--- src/sv/detector_hit_layer_classifier_unit_macros.svh ---
// assertion macros for the hit layer classifier
`ifndef DETECTOR_HIT_LAYER_CLASSIFIER_UNIT_MACROS_SVH
`define DETECTOR_HIT_LAYER_CLASSIFIER_UNIT_MACROS_SVH
`ifndef NO_ASSERTIONS
`define DHLC_ASSERT_IMP(label, clk, rst, a, c, msg) \
  label: assert property (@(posedge clk) disable iff (rst) (a) |-> (c)) else $error(msg);
`define DHLC_ASSERT_NXT(label, clk, rst, a, c, msg) \
  label: assert property (@(posedge clk) disable iff (rst) (a) |=> (c)) else $error(msg);
`else
`define DHLC_ASSERT_IMP(label, clk, rst, a, c, msg)
`define DHLC_ASSERT_NXT(label, clk, rst, a, c, msg)
`endif
`endif

--- src/sv/dhlc_ram.sv ---
// generic single port ram with registered read
module dhlc_ram #(
  parameter int Width = 8,
  parameter int Depth = 16
) (
  input  logic                     clk,
  input  logic                     we,
  input  logic [$clog2(Depth)-1:0] addr,
  input  logic [Width-1:0]         wdata,
  output logic [Width-1:0]         rdata
);
  logic [Width-1:0] mem [Depth];
  always_ff @(posedge clk) begin
    if (we) begin
      mem[addr] <= wdata;
    end
    rdata <= mem[addr];
  end
endmodule

--- config.mk ---
export PLATFORM = sky130hd
export DESIGN_NAME = dhlc_ram
export DESIGN_NICKNAME = d
export VERILOG_FILES = /design/src/sv/detector_hit_layer_classifier_unit_macros.svh /design/src/sv/dhlc_ram.sv
export SDC_FILE = /design/constraint.sdc
export NUM_CORES = 1
export LEC_CHECK = 0
export ABC_AREA = 1
export BUFFER_PORTS_ARGS = -buffer_cell sky130_fd_sc_hd__buf_4
export CORE_UTILIZATION = 52
export CTS_CLUSTER_SIZE = 28
export DETAILED_ROUTE_END_ITERATION = 10
export GPL_ROUTABILITY_DRIVEN = 0
export PLACE_DENSITY = 0.69
export SETUP_SLACK_MARGIN = 0.05
export SYNTH_ARGS = -nofsm -noshare
export SYNTH_HDL_FRONTEND = slang
export SYNTH_SLANG_ARGS = --single-unit
--- constraint.sdc ---
create_clock -name clk -period 2.37 [get_ports clk]
set_input_delay 0.474 -clock clk [delete_from_list [all_inputs] [get_ports clk]]
set_output_delay 0.474 -clock clk [all_outputs]
set_load 0.02 [all_outputs]
==> metrics.csv, run 1 <==
stage,metric,value,unit
floorplan,Die X,106,µm
routing,Via density,5.03,
sta,Max Clk Rate,0.679,GHz
clock_network,TritonCTS clock tree,done,
place,I/O Buffers,21,
yosys,Synth Instances,548,
clock_network,# Post-CTS Setup Buffers,0,
sta,Worst slew margin,52.1,%
hold_path,Worst Hold Endpoint,mem[14][7],
yosys,post-synth net total,562,
floorplan,die height,106,µm
global_routing,Congestion Overflow GR,0,
routing,Wirelength per Cell,16.2,µm
routing,TritonRoute pass-1 iters,5,
yosys,post-synthesis sequential area ratio,71.6,%
place,post-DP HPWL,7140,µm
global_routing,vias in the first global route,3770,
yosys,flop and latch count out of synthesis,136,
finish,area growth from synthesis to layout,18.3,%
finish,area occupied by multi-input gates,1390,µm²
clock_network,Post-CTS Resized,0,
clock_network,clock-pin slew of the registers on the worst-case setup and hold paths,60,ps
yosys,Yosys warnings,0,
routing,routed wire length,11900,µm
sta,Final min period,1470,ps
hold_path,worst hold stages,1,
global_routing,initial antenna violation count,0,
global_routing,largest net degree at the start of global routing,62,
pwr,Power Density,902,nW/µm²
sta,Worst Tran Pin Value,715,ps
floorplan,number of I/O pins,22,
yosys,post-synthesis cell type count,11,
finish,fillcell total,827,
routing,DRC Markers,0,
pwr,Leak Pwr,2.86,nW
sta,total negative slack,0,ps
critical_path,Reg2Reg Capture Point,rdata[3],
floorplan,num rows,37,
yosys,post-synthesis average cell area,10.2,µm²
critical_path,Crit Path Max Fanout,11,
yosys,cell accounting for the most synthesized area,edfxtp_1,
clock_network,Skew-Pair Late Insertion Delay,530,ps
critical_path,Crit path largest cell delay,630,ps
critical_path,R2R cell count,8,
hold_path,worst min path class,in2reg,
pwr,worst vdd ir,0.505,mV
clock_network,TritonCTS Buffers,17,
outcome,status,finished clean,
clock_network,CTS sink cnt,136,
critical_path,slowest stage cell on the critical path,nor2_1,
critical_path,CP Class,in2reg,
sta,max-slew violations,0,
critical_path,Crit path required time,2530,ps
floorplan,DIE AREA,11200,µm²
clock_network,H-tree Lvls,4,
yosys,"top cells by area, synth","edfxtp_1, nand2_1, dfxtp_1, inv_1, nor2_1",
routing,drt initial violations,241,
pwr,overall power,0.00597,W
run,max cap viols,0,
routing,"antenna viol nets, final",0,
critical_path,"delay-heaviest family, CP",simple AND/OR/NAND/NOR gates,
finish,share of cells above drive strength 1,11.7,%
critical_path,CP bufs+invs,2,
clock_network,clk root buf,clkbuf_8,
global_routing,GRT Resource Usage Total,23.5,%
sta,final setup fails,0,
critical_path,arrival time of the worst setup path,1630,ps
sta,RSZ-0062 raised after global routing,no,
critical_path,FF-to-FF setup slack,1330,ps
clock_network,Max clock buf depth,2,
yosys,Post-Syn Area,5590,µm²
floorplan,Starting Density,53.9,%
sta,post-route clock period utilization,62.1,%
critical_path,Setup crit end kind,flip-flop,
yosys,Synth top area share,68.7,%
critical_path,worst-path cell chain,"buf_4, clkinv_1, nand3_1, nor2_1",
finish,# diodes,0,
critical_path,worst r2r src,mem[4][3],
finish,register cell area after layout,4000,µm²
finish,final-stage net count,600,
clock_network,Hold Buf Count CTS,0,
critical_path,Setup crit start kind,input port,
routing,via count,3698,
global_routing,global-route wire length before repair,19000,µm
sta,Fin. Hold Viols,0,
floorplan,core footprint,10400,µm²
sta,Worst Clk Skew,5.21,ps
hold_path,Hold Crit Start,wdata[7],
==> cell usage after synthesis (all sizes together) <==
cell type  count
buf           18
clkinv         1
inv           22
edfxtp       128
nor2          18
dfxtp          8
nand3          4
clkbuf         3
nand2        346
==> cell usage in the layout, fill, tap and decap left out <==
cell	instances
nor2_1	18
clkbuf_1	3
clkbuf_8	2
buf_4	39
clkinvlp_4	1
inv_1	21
clkinv_4	2
clkinv_1	1
nand2_1	346
edfxtp_1	128
bufinv_16	6
inv_6	1
buf_12	1
inv_2	1
clkbuf_16	16
dfxtp_1	8
nand3_1	4
clkinv_2	1
==> area by class of cell <==
class	instances	area share [%]
sequential	136	60.5
clock inverter	11	3.31
clock buffer	21	6.64
multi-input combinational	368	20.9
tap	136	2.57
inverter	23	1.30
timing repair buffer	40	4.73
==> worst max path at each step <==
stage,end,cells past startpoint,from
2_1_floorplan,mem[3][0],4,addr[1]
3_3_place_gp,mem[9][2],4,addr[1]
3_5_place_dp,mem[9][1],4,addr[1]
4_1_cts,rdata[1],1,rdata[1]
5_1_grt,mem[9][7],4,addr[1]
6_report,mem[9][7],4,addr[1]
==> per-stage QoR <==
step / hold WS, ps / setup slack (ps) / area [µm²] / util (%) / instances
after detailed placement: 700 / 369 / 5960 / 57.5 / 703
after floorplan: 573 / 519 / 5590 / - / 548
final: 304 / 897 / 6620 / 63.8 / 735
after global placement: 693 / 451 / 5960 / 57.5 / 703
after CTS: 284 / 902 / 6620 / 63.8 / 735
after global routing: 296 / 829 / 6620 / 63.8 / 735
==> layer usage <==
metal,wire length [µm],GRT usage [%]
met1,5170,30.7
met4,155,10.9
met3,798,6.37
met5,0,0
met2,5790,36.7
==> flip-flops by register name (all words and copies together) (netlist names) <==
signal  count
mem       128
rdata       8
==> logic make-up after synthesis <==
group | share of synthesized area [%]
buffers and inverters | 3.62
AND/OR/NAND/NOR | 24.8
flip-flops | 71.6
==> report_power, final <==
part	switching, W	total (W)	leakage, nW	internal, W
combinational	0.000247	0.000355	1.32	0.000107
clock	0.000960	0.00291	0.317	0.00195
sequential	0.0000141	0.00270	1.22	0.00269
(Power assumes the default switching activity.)
==> run 2: changes to the inputs <==
- clock period: 2.37 -> 1.5 ns (I/O delays scaled with it)
==> run 2 against run 1 <==
Net effect:
- largest power group unchanged
- flip-flop and latch count unchanged
- critical endpoint is now rdata[0]
- design area up 1.6%
- clock power increased by 54%
- worst setup slack worse by 670 ps
- via count increased by 0.97%
- cell count shrank 0.68%
- count of clock-buffer cells in the layout stayed put
- combinational power rose by 70%
- routed wire length up 3.8%
- critical path depth shrank 3
==> metrics.csv, run 2 (same netlist as run 1, synthesis figures left out) <==
stage,metric,value,unit,change
outcome,status,finished clean,,
clock_network,clk root buf,clkbuf_8,,
place,I/O Buffers,21,,unchanged
place,post-DP HPWL,7620,µm,+6.6%
critical_path,Crit path largest cell delay,300,ps,-330 ps
floorplan,Starting Density,53.9,%,unchanged
floorplan,num rows,37,,unchanged
hold_path,worst min path class,in2reg,,
sta,Max Clk Rate,0.786,GHz,
clock_network,TritonCTS clock tree,done,,
pwr,worst vdd ir,0.840,mV,+67%
clock_network,Post-CTS Resized,0,,unchanged
finish,final-stage net count,595,,-0.83%
critical_path,Crit path required time,1200,ps,-1330 ps
sta,max-slew violations,0,,unchanged
clock_network,# Post-CTS Setup Buffers,0,,unchanged
finish,share of cells above drive strength 1,14.6,%,+3.0 points
global_routing,met2 usage,37.1,%,+0.33 points
clock_network,Skew-Pair Late Insertion Delay,530,ps,about the same
sta,Worst Clk Skew,7.71,ps,+2.50 ps
sta,Fin. Hold Viols,0,,unchanged
routing,TritonRoute pass-1 iters,5,,unchanged
global_routing,vias in the first global route,3684,,-2.3%
global_routing,initial antenna violation count,0,,unchanged
floorplan,core footprint,10400,µm²,unchanged
sta,final setup fails,0,,unchanged
sta,post-route clock period utilization,84.8,%,
finish,fillcell total,797,,-3.6%
critical_path,slowest stage cell on the critical path,dfxtp_1,,
finish,largest register by flop count,mem,,
floorplan,die height,106,µm,unchanged
floorplan,Die X,106,µm,unchanged
finish,most frequent cells in the layout,"nand2_1, edfxtp_1, buf_4",,
critical_path,Setup crit end kind,output port,,
global_routing,global-route wire length before repair,19500,µm,+2.5%
floorplan,DIE AREA,11200,µm²,unchanged
clock_network,H-tree Lvls,4,,unchanged
global_routing,GRT Resource Usage Total,24.3,%,+0.78 points
sta,RSZ-0062 raised after global routing,no,,
routing,routed wire length,12400,µm,+3.8%
finish,"non-filler cells, final",730,,-0.68%
global_routing,largest net degree at the start of global routing,46,,-26%
critical_path,arrival time of the worst setup path,970,ps,-660 ps
clock_network,Hold Buf Count CTS,0,,unchanged
routing,Via density,5.12,,+1.7%
sta,Worst slew margin,69.5,%,+17 points
place,DP Area,6080,µm²,+2.0%
floorplan,number of I/O pins,22,,unchanged
routing,"antenna viol nets, final",0,,unchanged
pwr,Leak Pwr,2.84,nW,-0.97%
pwr,Power Density,1390,nW/µm²,+54%
finish,# diodes,0,,unchanged
clock_network,Max clock buf depth,2,,unchanged
routing,via count,3734,,+0.97%
critical_path,CP bufs+invs,1,,-1
routing,drt initial violations,289,,+20%
critical_path,worst-path cell chain,buf_4,,
clock_network,CTS sink cnt,136,,unchanged
finish,"leading cell type in the layout, fill and taps excluded",nand2_1,,
critical_path,"delay-heaviest family, CP",flip-flops,,
finish,area growth from synthesis to layout,20.2,%,
pwr,overall power,0.00934,W,+56%
critical_path,Crit Path Max Fanout,1,,-10
global_routing,most crowded layer after global routing,met2,,
finish,max reg flops,128,,unchanged
global_routing,met3 Use GR,6.18,%,-0.19 points
run,max cap viols,0,,unchanged
critical_path,Setup crit start kind,flip-flop,,
finish,register cell area after layout,4000,µm²,unchanged
global_routing,Congestion Overflow GR,0,,unchanged
routing,Wirelength per Cell,16.9,µm,+4.5%
clock_network,TritonCTS Buffers,17,,unchanged
place,Placed Cells,698,,-0.71%
critical_path,CP Class,reg2out,,
finish,area occupied by multi-input gates,1520,µm²,+9.6%
clock_network,clock-pin slew of the registers on the worst-case setup and hold paths,60,ps,about the same
routing,DRC Markers,0,,unchanged
finish,top flop regs,"mem (128), rdata (8)",,
finish,Final Instance Area,6730,µm²,+1.6%
sta,Worst Tran Pin Value,457,ps,-258 ps
sta,Final min period,1270,ps,
global_routing,met1 Resource Use GR,33.3,%,+2.6 points
[run 2: cell count changes in the layout (fill, tap and decap cells not counted), sizes merged]
cell and change:
buf -5, bufinv -1, clkinv +1, clkinvlp +1, inv -1
[run 2: per-stage QoR]
stage	hold slack, ps	setup TNS, ps	utilization (%)	setup slack, ps
after floorplan	399	-454	-	-28.4
after global placement	657	0	58.6	38.2
after detailed placement	665	0	58.6	33.3
after CTS	118	0	64.9	211
after global routing	129	0	64.9	194
final	124	0	64.9	228
[run 2: per-layer routing]
layer / vias to the layer above / wire length [µm] / part of all wire [%]
met5: - / 0 / 0
met3: 21 / 799 / 6.5
met1: 1760 / 5410 / 44
li1: 1817 / - / -
met4: 0 / 308 / 2.5
met2: 136 / 5840 / 47
[run 2: power by group]
part | switching [W] | internal, W | total (W)
clock | 0.00151 | 0.00296 | 0.00447
combinational | 0.000423 | 0.000181 | 0.000604
sequential | 0.0000228 | 0.00425 | 0.00427
[run 2: cell type report]
cell class	instances	share of cell area (%)
flip-flops and latches	136	59.5
repair buffers	35	4.47
multi-input cells	368	22.6
clock buffers	21	6.68
inverters	23	1.28
clock inverters	11	2.92
well taps	136	2.53
[run 2: final timing paths]
| path | start | to | slack, ps | cells after the start |
|---|---|---|---|---|
| setup / recovery | rdata[0] | rdata[0] | 230 | 1 |
| hold / removal | wdata[0] | mem[11][0] | 120 | 1 |
| setup reg to reg | mem[10][0] | rdata[0] | 450 | 8 |
| hold reg to reg | mem[12][2] | rdata[2] | 700 | 8 |
[run 2: worst register-to-register path: stages (launching register included)]
cell and delay [ps]:
edfxtp_1 400, nand2_1 90, nand2_1 90, nand2_1 90, nand2_1 60, nand2_1 60, nand2_1 50, inv_1 50
nand2_1 50
