==> config.mk <==
export PLATFORM = sky130hd
export DESIGN_NAME = dhlc_isqrt
export DESIGN_NICKNAME = d
export VERILOG_FILES = /design/src/sv/detector_hit_layer_classifier_unit_macros.svh /design/src/sv/dhlc_pkg.sv /design/src/sv/dhlc_isqrt.sv
export SDC_FILE = /design/constraint.sdc
export NUM_CORES = 1
export LEC_CHECK = 0
export BUFFER_PORTS_ARGS = -buffer_cell sky130_fd_sc_hd__buf_2
export CORE_MARGIN = 5
export CORE_UTILIZATION = 40
export DETAILED_ROUTE_END_ITERATION = 10
export PLACE_DENSITY = 0.57
export SLEW_MARGIN = 5
export SYNTH_ARGS = -nofsm -noshare
export SYNTH_HDL_FRONTEND = slang
export SYNTH_SLANG_ARGS = --single-unit
==> constraint.sdc <==
create_clock -name clk -period 12.92 [get_ports clk]
set_input_delay 1.292 -clock clk [delete_from_list [all_inputs] [get_ports clk]]
set_output_delay 1.292 -clock clk [all_outputs]
set_load 0.05 [all_outputs]
==> src/sv/detector_hit_layer_classifier_unit_macros.svh <==
// assertion macros for the hit layer classifier
`ifndef DETECTOR_HIT_LAYER_CLASSIFIER_UNIT_MACROS_SVH
`define DETECTOR_HIT_LAYER_CLASSIFIER_UNIT_MACROS_SVH
`ifndef NO_ASSERTIONS
`define DHLC_ASSERT_IMP(label, clk, rst, a, c, msg) \
  label: assert property (@(posedge clk) disable iff (rst) (a) |-> (c)) else $error(msg);
`define DHLC_ASSERT_NXT(label, clk, rst, a, c, msg) \
  label: assert property (@(posedge clk) disable iff (rst) (a) |=> (c)) else $error(msg);
`else
`define DHLC_ASSERT_IMP(label, clk, rst, a, c, msg)
`define DHLC_ASSERT_NXT(label, clk, rst, a, c, msg)
`endif
`endif

==> src/sv/dhlc_pkg.sv <==
// package with types and constants of the hit layer classifier
package dhlc_pkg;
  localparam int MaxLayers = 64;
  localparam int CoordWidth = 24;
  localparam int LenWidth = 23;
  localparam int IdxWidth = $clog2(MaxLayers);
  localparam int CntWidth = $clog2(MaxLayers + 1);
  localparam int AddrWidth = IdxWidth + 2;
  localparam int SqWidth = 2 * CoordWidth;
  localparam int RootWidth = CoordWidth;

  localparam logic [2:0] StFound = 3'd0;
  localparam logic [2:0] StBeyondZ = 3'd1;
  localparam logic [2:0] StBeyondR = 3'd2;
  localparam logic [2:0] StNoMatch = 3'd3;
  localparam logic [2:0] StNoRegion = 3'd4;
  localparam logic [2:0] StAppended = 3'd5;
  localparam logic [2:0] StFull = 3'd6;

  localparam logic [2:0] RegEcalBarrelOuterZ = 3'd0;
  localparam logic [2:0] RegEcalEndcapInnerZ = 3'd1;
  localparam logic [2:0] RegHcalBarrelOuterZ = 3'd2;
  localparam logic [2:0] RegMuonBarrelOuterZ = 3'd3;
  localparam logic [2:0] RegMuonEndcapOuterR = 3'd4;
  localparam logic [2:0] RegMuonEndcapLastZ = 3'd5;
  localparam logic [2:0] RegMatchTolerance = 3'd6;

  typedef struct packed {
    logic mode;
    logic [1:0] table_select;
    logic [LenWidth-1:0] layer_radius;
    logic signed [CoordWidth-1:0] hit_x;
    logic signed [CoordWidth-1:0] hit_y;
    logic signed [CoordWidth-1:0] hit_z;
  } in_beat_t;

  typedef struct packed {
    logic [7:0] pseudo_layer;
    logic [2:0] status;
  } out_beat_t;

  function automatic logic [CoordWidth-1:0] magnitude(logic [CoordWidth-1:0] v);
    return v[CoordWidth-1] ? (~v + 1'b1) : v;
  endfunction
endpackage

==> src/sv/dhlc_isqrt.sv <==
// iterative integer square root, one result bit per cycle
module dhlc_isqrt (
  input  logic                           clk,
  input  logic                           rst,
  input  logic                           start,
  input  logic [dhlc_pkg::SqWidth-1:0]   radicand,
  output logic                           done,
  output logic [dhlc_pkg::RootWidth-1:0] root
);
  import dhlc_pkg::*;
  localparam int StepWidth = $clog2(RootWidth + 1);
  logic [SqWidth-1:0] rem;
  logic [SqWidth-1:0] num;
  logic [RootWidth-1:0] res;
  logic [StepWidth-1:0] steps;
  logic busy;
  logic [SqWidth+1:0] trial;
  logic [SqWidth+1:0] rem_sh;

  always_comb begin
    rem_sh = {rem, num[SqWidth-1:SqWidth-2]};
    trial = {{(SqWidth+2-RootWidth-2){1'b0}}, res, 2'b01};
  end

  always_ff @(posedge clk) begin
    if (rst) begin
      busy <= 1'b0;
      done <= 1'b0;
    end else begin
      done <= 1'b0;
      if (start) begin
        busy <= 1'b1;
        steps <= StepWidth'(RootWidth);
        rem <= '0;
        res <= '0;
        num <= radicand;
      end else if (busy) begin
        num <= num << 2;
        if (rem_sh >= trial) begin
          rem <= SqWidth'(rem_sh - trial);
          res <= {res[RootWidth-2:0], 1'b1};
        end else begin
          rem <= SqWidth'(rem_sh);
          res <= {res[RootWidth-2:0], 1'b0};
        end
        steps <= steps - 1'b1;
        if (steps == StepWidth'(1)) begin
          busy <= 1'b0;
          done <= 1'b1;
        end
      end
    end
  end
  assign root = res;
endmodule

==> results of run 1 <==
worst max-delay path by stage:
| stage | start | endpoint | slack (ns) | depth (start not counted) |
|---|---|---|---|---|
| CTS | root[1] | rem[36] | 8.82 | 10 |
| global route | root[1] | rem[36] | 8.61 | 10 |
| global placement | start | steps[0] | 8.81 | 5 |
| finish | root[1] | rem[36] | 8.87 | 10 |
| detailed placement | start | steps[0] | 8.73 | 5 |
| floorplan | start | num[0] | 5.30 | 4 |
registers in the layout (all words and copies together) (netlist names):
name and count:
rem 48, steps 5, root 24, busy 1, done 1, num 48
kinds of logic (layout without fill, tap and decap cells):
| kind of cell | after synthesis | in the layout | share of synthesized area |
|---|---|---|---|
| AND/OR/NAND/NOR | 227 | 227 | 0.155 |
| AO/OA/AOI/OAI | 134 | 134 | 0.115 |
| flip-flops | 127 | 127 | 0.523 |
| buffers and inverters | 68 | 150 | 0.0366 |
| multiplexers | 52 | 52 | 0.0813 |
| XOR/XNOR | 34 | 34 | 0.0411 |
| adder cells (fa/ha/maj) | 28 | 28 | 0.0483 |
critical path, cell delays in order (launching register included):
cell and delay, ns:
edfxtp_1 0.38, inv_1 0.10, ha_1 0.29, a21o_1 0.21
a221o_1 0.40, a21bo_2 0.25, a21oi_1 0.43, o2111a_1 0.98
nor3_2 0.22, and3b_1 0.26, mux2_4 0.29
layer usage:
layer  wire, µm  GRT usage
met5          7          0
met2       7350      0.252
met3        866     0.0437
met4        170     0.0471
met1       7680      0.217
where the power goes:
group / leakage (nW) / internal (W) / switching (W)
registers: 1.23 / 0.000494 / 0.0000165
logic: 1.69 / 0.0000893 / 0.000137
clock network: 0.281 / 0.000271 / 0.000198
cells in the final DEF, fill, tap and decap left out, types with 6 or more instances in the layout:
cell / synthesis / layout
o21ai_0: 18 / 18
xnor2_1: 20 / 20
edfxtp_1: 125 / 125
xor2_1: 14 / 14
nor4_1: 9 / 9
nor2b_1: 8 / 8
clkbuf_16: 0 / 17
mux2_2: 51 / 51
nor3_1: 13 / 13
buf_2: 5 / 74
or4_1: 10 / 10
a21oi_1: 64 / 64
ha_1: 28 / 28
nor2_1: 70 / 69
nand3_1: 12 / 12
a21o_1: 6 / 6
nand2_1: 62 / 62
and2_1: 8 / 8
inv_6: 0 / 7
nand4_1: 10 / 10
inv_1: 39 / 39
area by class of cell:
cell class | count | area share
repair buffers | 79 | 0.0485
inverters | 39 | 0.0174
flip-flops and latches | 127 | 0.451
multi-input cells | 475 | 0.381
clock buffers | 17 | 0.0506
clock inverters | 15 | 0.0176
well taps | 229 | 0.0341
per-stage QoR:
| step | hold slack [ns] | std cells | setup slack (ns) |
|---|---|---|---|
| 2_1_floorplan | 0.454 | 670 | 5.30 |
| 3_3_place_gp | 0.502 | 949 | 8.81 |
| 3_5_place_dp | 0.476 | 949 | 8.73 |
| 4_1_cts | 0.496 | 981 | 8.82 |
| 5_1_grt | 0.500 | 981 | 8.61 |
| 6_report | 0.492 | 981 | 8.87 |
==> flow_summary.rst, run 1 <==
.. list-table::
   :header-rows: 1

   * - Metric
     - Value
   * - Result of the run
     - completed
   * - Count of pins over their slew limit
     - 0
   * - Total standard cell area after synthesis
     - 7250 µm²
   * - Chip Height
     - 145 µm
   * - Sum Neg Setup Slack
     - 0 ns
   * - Async S/R FF share, synth
     - 0
   * - Yosys Warn Count
     - 0
   * - Total global routing overflow
     - 0
   * - Startpoint of the worst hold path
     - busy
   * - CP Capture Type
     - flip-flop
   * - Top cells by area in the synthesized netlist
     - edfxtp_1, mux2_2, ha_1
   * - Initial antenna violation count
     - 1
   * - Sequential area share after synthesis
     - 0.523
   * - Worst hold path endpoint
     - done
   * - Pin count of the biggest net entering global routing
     - 71
   * - Multi-input logic area
     - 3200 µm²
   * - Root buf cell
     - clkbuf_16
   * - Final setup violation count
     - 0
   * - Hold Path Stages
     - 1
   * - Syn_nets
     - 749
   * - Starting Density
     - 0.405
   * - Library cell with the highest instance count after synthesis
     - edfxtp_1
   * - Crit Reg-Reg Endpoint
     - rem[36]
   * - Maximum count of clock buffers along a single path
     - 2
   * - Pwr Total
     - 0.00121 W
   * - Cell count of the worst reg-to-reg path
     - 10
   * - Hold buffer count at cts
     - 0
   * - Total number of placement rows
     - 49
   * - Pin slew with the least headroom to its limit
     - 1.09 ns
   * - Wire length of the first global-routing pass
     - 26.4 mm
   * - Final Critical Period
     - 4.05 ns
   * - CTS tree
     - yes
   * - Fraction of final layout cells sized beyond drive strength 1
     - 0.235
   * - Ratio of final minimum period to clock period
     - 0.314
   * - Reg-to-reg setup timing slack
     - 8.87 ns
   * - Layout overhead on the synthesized area
     - 16.0%
   * - Primary flip-flop cell chosen by synthesis mapping
     - edfxtp_1
   * - Finished layout cell area
     - 8410 µm²
   * - Post-cts gate resize count
     - 0
   * - Clock sink count
     - 127
   * - Share of the synthesized area in the top cell type
     - 0.518
   * - Areal power density over the cells
     - 143 nW/µm²
   * - Library cells used by synthesis
     - 60
   * - Unrepaired setup endpoints after global routing
     - no
   * - Sequential cell area
     - 3790 µm²
   * - Post-place instance area
     - 7840 µm²
   * - Die X
     - 145 µm
   * - Required time at the endpoint of the critical path
     - 13.09 ns
   * - Maximum level of the CTS H-tree
     - 4
   * - Die area
     - 20900 µm²
   * - NumNets Final
     - 818
   * - Final setup skew
     - 0.00765 ns
   * - Avg Vias per Cell
     - 5.36
   * - Worst supply voltage drop on vdd
     - 0.0941 mV
   * - Routability congestion estimate
     - 0.866
   * - Detailed-route DRC error count
     - 0
   * - Tightest slew margin relative to the limit
     - 0.273
   * - Flops & latches, synth
     - 127
   * - Number of enable flip-flop cells after synthesis
     - 125
   * - Number of maximum-capacitance constraint violations
     - 0
   * - Fillers
     - 1669
   * - Avg Synthesized Cell Area
     - 10.8 µm²
   * - Core area
     - 17900 µm²
   * - Class of the most critical setup path
     - reg2reg
   * - Num ports
     - 76
   * - Worst R2R Start
     - root[1]
   * - Ant diodes
     - 0
   * - Via count of the routed design
     - 5258
   * - Clk Latency, worst-skew pair
     - 0.41 ns
   * - Post-detailed-route wirelength per cell
     - 16.4 µm
   * - Static leakage
     - 3.20 nW
   * - Vias in the first global route
     - 5272
   * - Buffers on Ports
     - 75
   * - Cells after Synth
     - 670
   * - Post-CTS repair timing setup buffer count
     - 0
   * - Maximum frequency from static timing analysis
     - 247 MHz
   * - Post-Route Utilization
     - 0.470
   * - Antenna Violating Nets Remaining
     - 0
   * - Maximum fanout along the worst path
     - 26
   * - Clock transition at the registers of the reported paths
     - 0.06 ns
   * - Hold violation total from the final report
     - 0
   * - Critical Path Source Type
     - flip-flop
   * - Most frequent cells after synthesis
     - edfxtp_1, nor2_1, a21oi_1, nand2_1, mux2_2
   * - Crit path DAT
     - 4.22 ns
   * - Iteration-0 DRC Markers
     - 378
   * - Biggest area consumer among synthesized cells
     - edfxtp_1
   * - Total half-perimeter wirelength after legalization and detailed placement
     - 11.2 mm
   * - DRT Wirelength
     - 16.1 mm
   * - Number of clock buffers inserted by TritonCTS
     - 17
   * - First-pass iteration count of the detailed router
     - 5
   * - Classification of the worst-slack hold path
     - reg2reg
   * - Global-route total usage across every layer
     - 0.160
Power figures use the tool's default switching activity.
==> run 2: changes to the inputs <==
Settings changed: PLACE_DENSITY 0.57 to 0.59.
Clock period 12.92 ns to 3.5 ns, I/O delays scaled along.
==> run 2 against run 1 <==
Effect of this change:
- total power rose to 3.7 times the previous value
- combinational power rose to 3.8 times the previous value
- via count rose by 2.0%
- sequential cell count did not move
- critical path depth rose by 1
- cell area rose by 1.1%
- largest power group unchanged
- highest routed layer unchanged
==> flow_summary.rst, run 2 (same netlist as run 1, synthesis figures left out) <==
.. list-table::
   :header-rows: 1

   * - Metric
     - Value
   * - Result of the run
     - completed
   * - Cell-by-cell listing of the critical path
     - inv_1 -> ha_1 -> a21o_1 -> a221o_1 -> a21bo_2 -> a21oi_1 -> o2111a_1 -> buf_4 -> nor4_1 -> xnor2_1 -> nor2_1
   * - Final Critical Period
     - 3.30 ns (-0.754 ns)
   * - Wire length of the first global-routing pass
     - 26.9 mm (+1.7%)
   * - Maximum fanout along the worst path
     - 25 (-3.8%)
   * - Flop pwr share
     - 0.418 (-0.005)
   * - Worst hold path endpoint
     - done
   * - Via count of the routed design
     - 5362 (+2.0%)
   * - Layout overhead on the synthesized area
     - 17.3%
   * - CP delay by family, top
     - compound AO/OA/AOI/OAI gates
   * - Critical-path top delay cell
     - a21oi_1
   * - Longest individual stage delay on the worst path
     - 0.48 ns (-0.50 ns)
   * - Commonest cells after routing, fill and taps aside
     - edfxtp_1, buf_2, nor2_1, a21oi_1, nand2_1
   * - Clock sink count
     - 127 (unchanged)
   * - Iteration-0 DRC Markers
     - 417 (+10%)
   * - Chip Height
     - 145 µm (unchanged)
   * - Fraction of final layout cells sized beyond drive strength 1
     - 0.245 (+0.0100)
   * - Die X
     - 145 µm (unchanged)
   * - Relative contribution of the clock network to total power
     - 0.392 (+0.003)
   * - Die area
     - 20900 µm² (unchanged)
   * - Post-detailed-route wirelength per cell
     - 16.4 µm (-0.15%)
   * - Count of pins over their slew limit
     - 0 (unchanged)
   * - Classification of the worst-slack hold path
     - in2reg
   * - Ratio of final minimum period to clock period
     - 0.942 (+0.628)
   * - Post-cts gate resize count
     - 0 (unchanged)
   * - Areal power density over the cells
     - 530 nW/µm² (+270%)
   * - Detailed-route DRC error count
     - 0 (unchanged)
   * - Maximum frequency from static timing analysis
     - 303 MHz (+23%)
   * - Maximum level of the CTS H-tree
     - 4 (unchanged)
   * - Total number of placement rows
     - 49 (unchanged)
   * - Count of non-filler cells in the finished layout
     - 992 (+1.1%)
   * - CP Capture Type
     - flip-flop
   * - Leading cell type in the layout, fill and taps excluded
     - edfxtp_1
   * - Net switching power of the design
     - 0.00129 W (+270%)
   * - Crit path DAT
     - 3.45 ns (-0.77 ns)
   * - Buffers on Ports
     - 75 (unchanged)
   * - Critical Path Source Type
     - flip-flop
   * - Total half-perimeter wirelength after legalization and detailed placement
     - 11.4 mm (+2.1%)
   * - Root buf cell
     - clkbuf_16
   * - Pin count of the biggest net entering global routing
     - 81 (+14%)
   * - Clock transition at the registers of the reported paths
     - 0.06 ns (about the same)
   * - Final setup violation count
     - 0 (unchanged)
   * - DRT Wirelength
     - 16.2 mm (+0.97%)
   * - Avg Vias per Cell
     - 5.41 (+0.85%)
   * - Routability congestion estimate
     - 0.856 (-1.1%)
   * - Final setup skew
     - 0.00727 ns (-0.000380 ns)
   * - Post-CTS repair timing setup buffer count
     - 0 (unchanged)
   * - Reg-to-reg setup timing slack
     - 0.20 ns (-8.67 ns)
   * - Critical path buffer and inverter count
     - 2 (+1)
   * - Number of clock buffers inserted by TritonCTS
     - 17 (unchanged)
   * - Start point of the critical path
     - root[1]
   * - Starting Density
     - 0.405 (unchanged)
   * - Pin slew with the least headroom to its limit
     - 1.02 ns (-0.0708 ns)
   * - Initial antenna violation count
     - 2 (+1)
   * - Int Pwr
     - 0.00322 W (+280%)
   * - Required time at the endpoint of the critical path
     - 3.65 ns (-9.44 ns)
   * - Antenna Violating Nets Remaining
     - 0 (unchanged)
   * - Core area
     - 17900 µm² (unchanged)
   * - Clk Latency, worst-skew pair
     - 0.42 ns (about the same)
   * - Switching part of the total
     - 0.285 (-0.00660)
   * - Hold violation total from the final report
     - 0 (unchanged)
   * - NumNets Final
     - 828 (+1.2%)
   * - Tightest slew margin relative to the limit
     - 0.321 (+0.0472)
   * - Hold buffer count at cts
     - 0 (unchanged)
   * - Worst R2R Start
     - root[1]
   * - Total global routing overflow
     - 0 (unchanged)
   * - WP depth
     - 11 (+1)
   * - Cell total after placement
     - 959 (+1.1%)
   * - Number of maximum-capacitance constraint violations
     - 0 (unchanged)
   * - Static leakage
     - 3.25 nW (+1.5%)
   * - CTS tree
     - yes
   * - First-pass iteration count of the detailed router
     - 5 (unchanged)
   * - Startpoint of the worst hold path
     - rst
   * - Cell count of the worst reg-to-reg path
     - 11 (+1)
   * - Vias in the first global route
     - 5353 (+1.5%)
   * - Fillers
     - 1688 (+1.1%)
   * - Maximum count of clock buffers along a single path
     - 2 (unchanged)
   * - Worst supply voltage drop on vdd
     - 0.333 mV (+250%)
   * - Num ports
     - 76 (unchanged)
   * - Class of the most critical setup path
     - reg2reg
   * - Sum Neg Setup Slack
     - 0 ns (unchanged)
   * - Hold Path Stages
     - 2 (+1)
   * - Unrepaired setup endpoints after global routing
     - no
   * - Combinational group share of total power
     - 0.190 (+0.002)
   * - Crit Reg-Reg Endpoint
     - rem[34]
   * - Global-route total usage across every layer
     - 0.162 (+0.00192)
## run 2: changes by cell type in the layout (fill, tap and decap cells not counted), sizes merged
| cell | delta |
|---|---|
| buf | +10 |
| bufinv | +1 |
| clkinv | +2 |
| clkinvlp | +2 |
| diode | +1 |
| inv | -5 |
## run 2: stage by stage
stage	setup slack [ns]	hold WS (ns)	total power, W	area (µm²)	utilization
floorplan	0.0468	0.426	0.00255	7260	-
global placement	0.316	0.468	0.00276	7910	0.442
detailed placement	0.200	0.471	0.00277	7910	0.442
CTS	0.196	0.120	0.00456	8500	0.475
global route	0.0278	0.133	0.00473	8500	0.475
finish	0.203	0.141	0.00451	8500	0.475
## run 2: per-layer routing
layer  GRT usage  routed length [µm]
met5           0                   7
met4      0.0481                 243
met2       0.255                7350
met3      0.0529                 941
met1       0.214                7690
## run 2: worst max-delay path by stage
stage / endpoint / slack [ns]
after floorplan: rem[36] / 0.05
after CTS: rem[34] / 0.20
final: rem[34] / 0.20
after global routing: rem[34] / 0.03
after detailed placement: rem[34] / 0.20
after global placement: rem[44] / 0.32
## run 2: power by group through the flow
stage	combinational [W]	clock (W)	sequential, W
floorplan	0.000592	0	0.00195
global placement	0.000851	0	0.00191
detailed placement	0.000855	0	0.00192
CTS	0.000860	0.00181	0.00189
global route	0.000955	0.00187	0.00190
finish	0.000855	0.00177	0.00189
## run 2: area by class of cell
class,instances,area [µm²],area share
diodes,1,2.50,0.000294
clock buffers,17,425,0.0500
clock inverters,15,160,0.0188
inverters,39,146,0.0172
multi-input cells,475,3200,0.377
flip-flops and latches,127,3790,0.446
well taps,229,287,0.0337
repair buffers,89,483,0.0568
==> run 3: changes to the inputs <==
Settings changed: BUFFER_PORTS_ARGS -buffer_cell sky130_fd_sc_hd__buf_2 to -buffer_cell sky130_fd_sc_hd__buf_4.
==> run 3 against run 2 <==
Effect of this change:
- cell area increased by 2.9%
- critical path depth decreased by 2
- die area unchanged
- critical endpoint is now rem[44]
- sequential power about the same
- fmax increased by 2.4%
- largest cell class unchanged
- largest power group unchanged
- first-iteration DRC count decreased by 4.1%
==> flow_summary.rst, run 3 (same netlist as run 1, synthesis figures left out) <==
.. list-table::
   :header-rows: 1

   * - Metric
     - Value
   * - Result of the run
     - completed
   * - Leading cell type in the layout, fill and taps excluded
     - edfxtp_1
   * - Wire length of the first global-routing pass
     - 26.6 mm (-1.1%)
   * - Global-route total usage across every layer
     - 0.160 (-0.00213)
   * - Metal-1 WL
     - 7.12 mm (-7.4%)
   * - NumNets Final
     - 829 (+0.12%)
   * - Core area
     - 17900 µm² (unchanged)
   * - Hold violation total from the final report
     - 0 (unchanged)
   * - Maximum fanout along the worst path
     - 7 (-72%)
   * - Final worst hold slack
     - 0.135 ns (-0.00575 ns)
   * - Required time at the endpoint of the critical path
     - 3.66 ns (about the same)
   * - Die X
     - 145 µm (unchanged)
   * - Maximum count of clock buffers along a single path
     - 2 (unchanged)
   * - Post-cts gate resize count
     - 0 (unchanged)
   * - Initial antenna violation count
     - 0 (-2)
   * - DRT Wirelength
     - 15.8 mm (-2.5%)
   * - Reg-to-reg setup timing slack
     - 0.28 ns (+0.08 ns)
   * - Vias in the first global route
     - 5551 (+3.7%)
   * - Avg Vias per Cell
     - 5.39 (-0.32%)
   * - Met3 WL
     - 977 µm (+3.8%)
   * - Sum Neg Setup Slack
     - 0 ns (unchanged)
   * - Chip Height
     - 145 µm (unchanged)
   * - Longest individual stage delay on the worst path
     - 0.72 ns (+0.24 ns)
   * - Critical Path Source Type
     - flip-flop
   * - Critical-path top delay cell
     - or4_1
   * - CP delay by family, top
     - simple AND/OR/NAND/NOR gates
   * - Final setup skew
     - 0.00764 ns (+0.000376 ns)
   * - Met2 routed wirelength
     - 7.50 mm (+2.1%)
   * - Cell total after placement
     - 960 (+0.10%)
   * - Pin count of the biggest net entering global routing
     - 131 (+62%)
   * - Buffers on Ports
     - 75 (unchanged)
   * - Hold buffer count at cts
     - 0 (unchanged)
   * - Tightest slew margin relative to the limit
     - 0.527 (+0.206)
   * - Fraction of final layout cells sized beyond drive strength 1
     - 0.249 (+0.00361)
   * - Final setup violation count
     - 0 (unchanged)
   * - CTS tree
     - yes
   * - Clock transition at the registers of the reported paths
     - 0.06 ns (about the same)
   * - Hold Path Stages
     - 2 (unchanged)
   * - Total global routing overflow
     - 0 (unchanged)
   * - Static leakage
     - 3.33 nW (+2.6%)
   * - Number of clock buffers inserted by TritonCTS
     - 17 (unchanged)
   * - Clock sink count
     - 127 (unchanged)
   * - Commonest cells after routing, fill and taps aside
     - edfxtp_1, buf_4, nor2_1, a21oi_1, nand2_1
   * - Worst supply voltage drop on vdd
     - 0.338 mV (+1.3%)
   * - End point of the critical path
     - rem[44]
   * - Areal power density over the cells
     - 519 nW/µm² (-2.2%)
   * - Post-detailed-route wirelength per cell
     - 15.9 µm (-2.5%)
   * - Post-CTS repair timing setup buffer count
     - 0 (unchanged)
   * - Total half-perimeter wirelength after legalization and detailed placement
     - 11.2 mm (-2.0%)
   * - CP Capture Type
     - flip-flop
   * - Starting Density
     - 0.405 (unchanged)
   * - First-pass iteration count of the detailed router
     - 4 (-1)
   * - Ant diodes
     - 0 (-1)
   * - Iteration-0 DRC Markers
     - 400 (-4.1%)
   * - Die area
     - 20900 µm² (unchanged)
   * - Pwr Total
     - 0.00454 W (+0.62%)
   * - Root buf cell
     - clkbuf_16
   * - Classification of the worst-slack hold path
     - in2reg
   * - Cell count of the worst reg-to-reg path
     - 9 (-2)
   * - Count of non-filler cells in the finished layout
     - 992 (unchanged)
   * - Maximum level of the CTS H-tree
     - 4 (unchanged)
   * - Crit path DAT
     - 3.38 ns (-0.07 ns)
   * - Num ports
     - 76 (unchanged)
   * - Class of the most critical setup path
     - reg2reg
   * - Via count of the routed design
     - 5345 (-0.32%)
   * - Antenna Violating Nets Remaining
     - 0 (unchanged)
   * - Worst R2R Start
     - rem[28]
   * - Layout overhead on the synthesized area
     - 20.7%
   * - Start point of the critical path
     - rem[28]
   * - Detailed-route DRC error count
     - 0 (unchanged)
   * - Fillers
     - 1618 (-4.1%)
   * - Final Critical Period
     - 3.22 ns (-0.0767 ns)
   * - Number of maximum-capacitance constraint violations
     - 0 (unchanged)
   * - Total number of placement rows
     - 49 (unchanged)
   * - Pin slew with the least headroom to its limit
     - 0.704 ns (-0.316 ns)
   * - Critical path buffer and inverter count
     - 1 (-1)
   * - Crit Reg-Reg Endpoint
     - rem[44]
   * - Highest metal layer with signal wires
     - met4
   * - Ratio of final minimum period to clock period
     - 0.920 (-0.0219)
   * - Cell-by-cell listing of the critical path
     - or4_1 -> nor4_4 -> nand3_2 -> nor4_2 -> o2111a_1 -> nor3_2 -> buf_4 -> nand3b_1 -> mux2_2
   * - WP depth
     - 9 (-2)
   * - Maximum frequency from static timing analysis
     - 311 MHz (+2.4%)
   * - Routability congestion estimate
     - 0.904 (+5.5%)
   * - Count of pins over their slew limit
     - 0 (unchanged)
   * - Clk Latency, worst-skew pair
     - 0.41 ns (about the same)
   * - Unrepaired setup endpoints after global routing
     - no
-- run 3: layer usage --
metal / vias up / track usage
met5: - / 0
met4: 0 / 0.0511
met3: 17 / 0.0476
met2: 153 / 0.261
met1: 2549 / 0.204
li1: 2626 / -
-- run 3: layout make-up --
class	instances	area, µm²	area share
flip-flops and latches	127	3790	0.434
clock inverters	14	160	0.0183
inverters	39	146	0.0167
multi-input cells	475	3220	0.368
clock buffers	18	429	0.0491
repair buffers	90	713	0.0815
well taps	229	287	0.0328
-- run 3: worst min-delay path by stage --
stage                     start  slack (ns)   end
after floorplan             rst        0.43  done
after global placement     busy        0.47  done
after detailed placement   busy        0.47  done
after CTS                   rst        0.11  done
after global routing        rst        0.11  done
final                       rst        0.13  done
-- run 3: power breakdown --
part | total (W) | switching [W] | internal [W]
registers | 0.00188 | 0.0000615 | 0.00182
logic | 0.000890 | 0.000513 | 0.000377
clock network | 0.00176 | 0.000702 | 0.00106
total | 0.00454 | 0.00128 | 0.00326
-- run 3: stage by stage --
step,setup slack (ns),instance area (µm²),util
CTS,0.268,8730,0.488
global placement,0.328,8140,0.455
global route,0.0302,8750,0.489
finish,0.280,8750,0.489
detailed placement,0.300,8140,0.455
floorplan,0.0468,7260,-
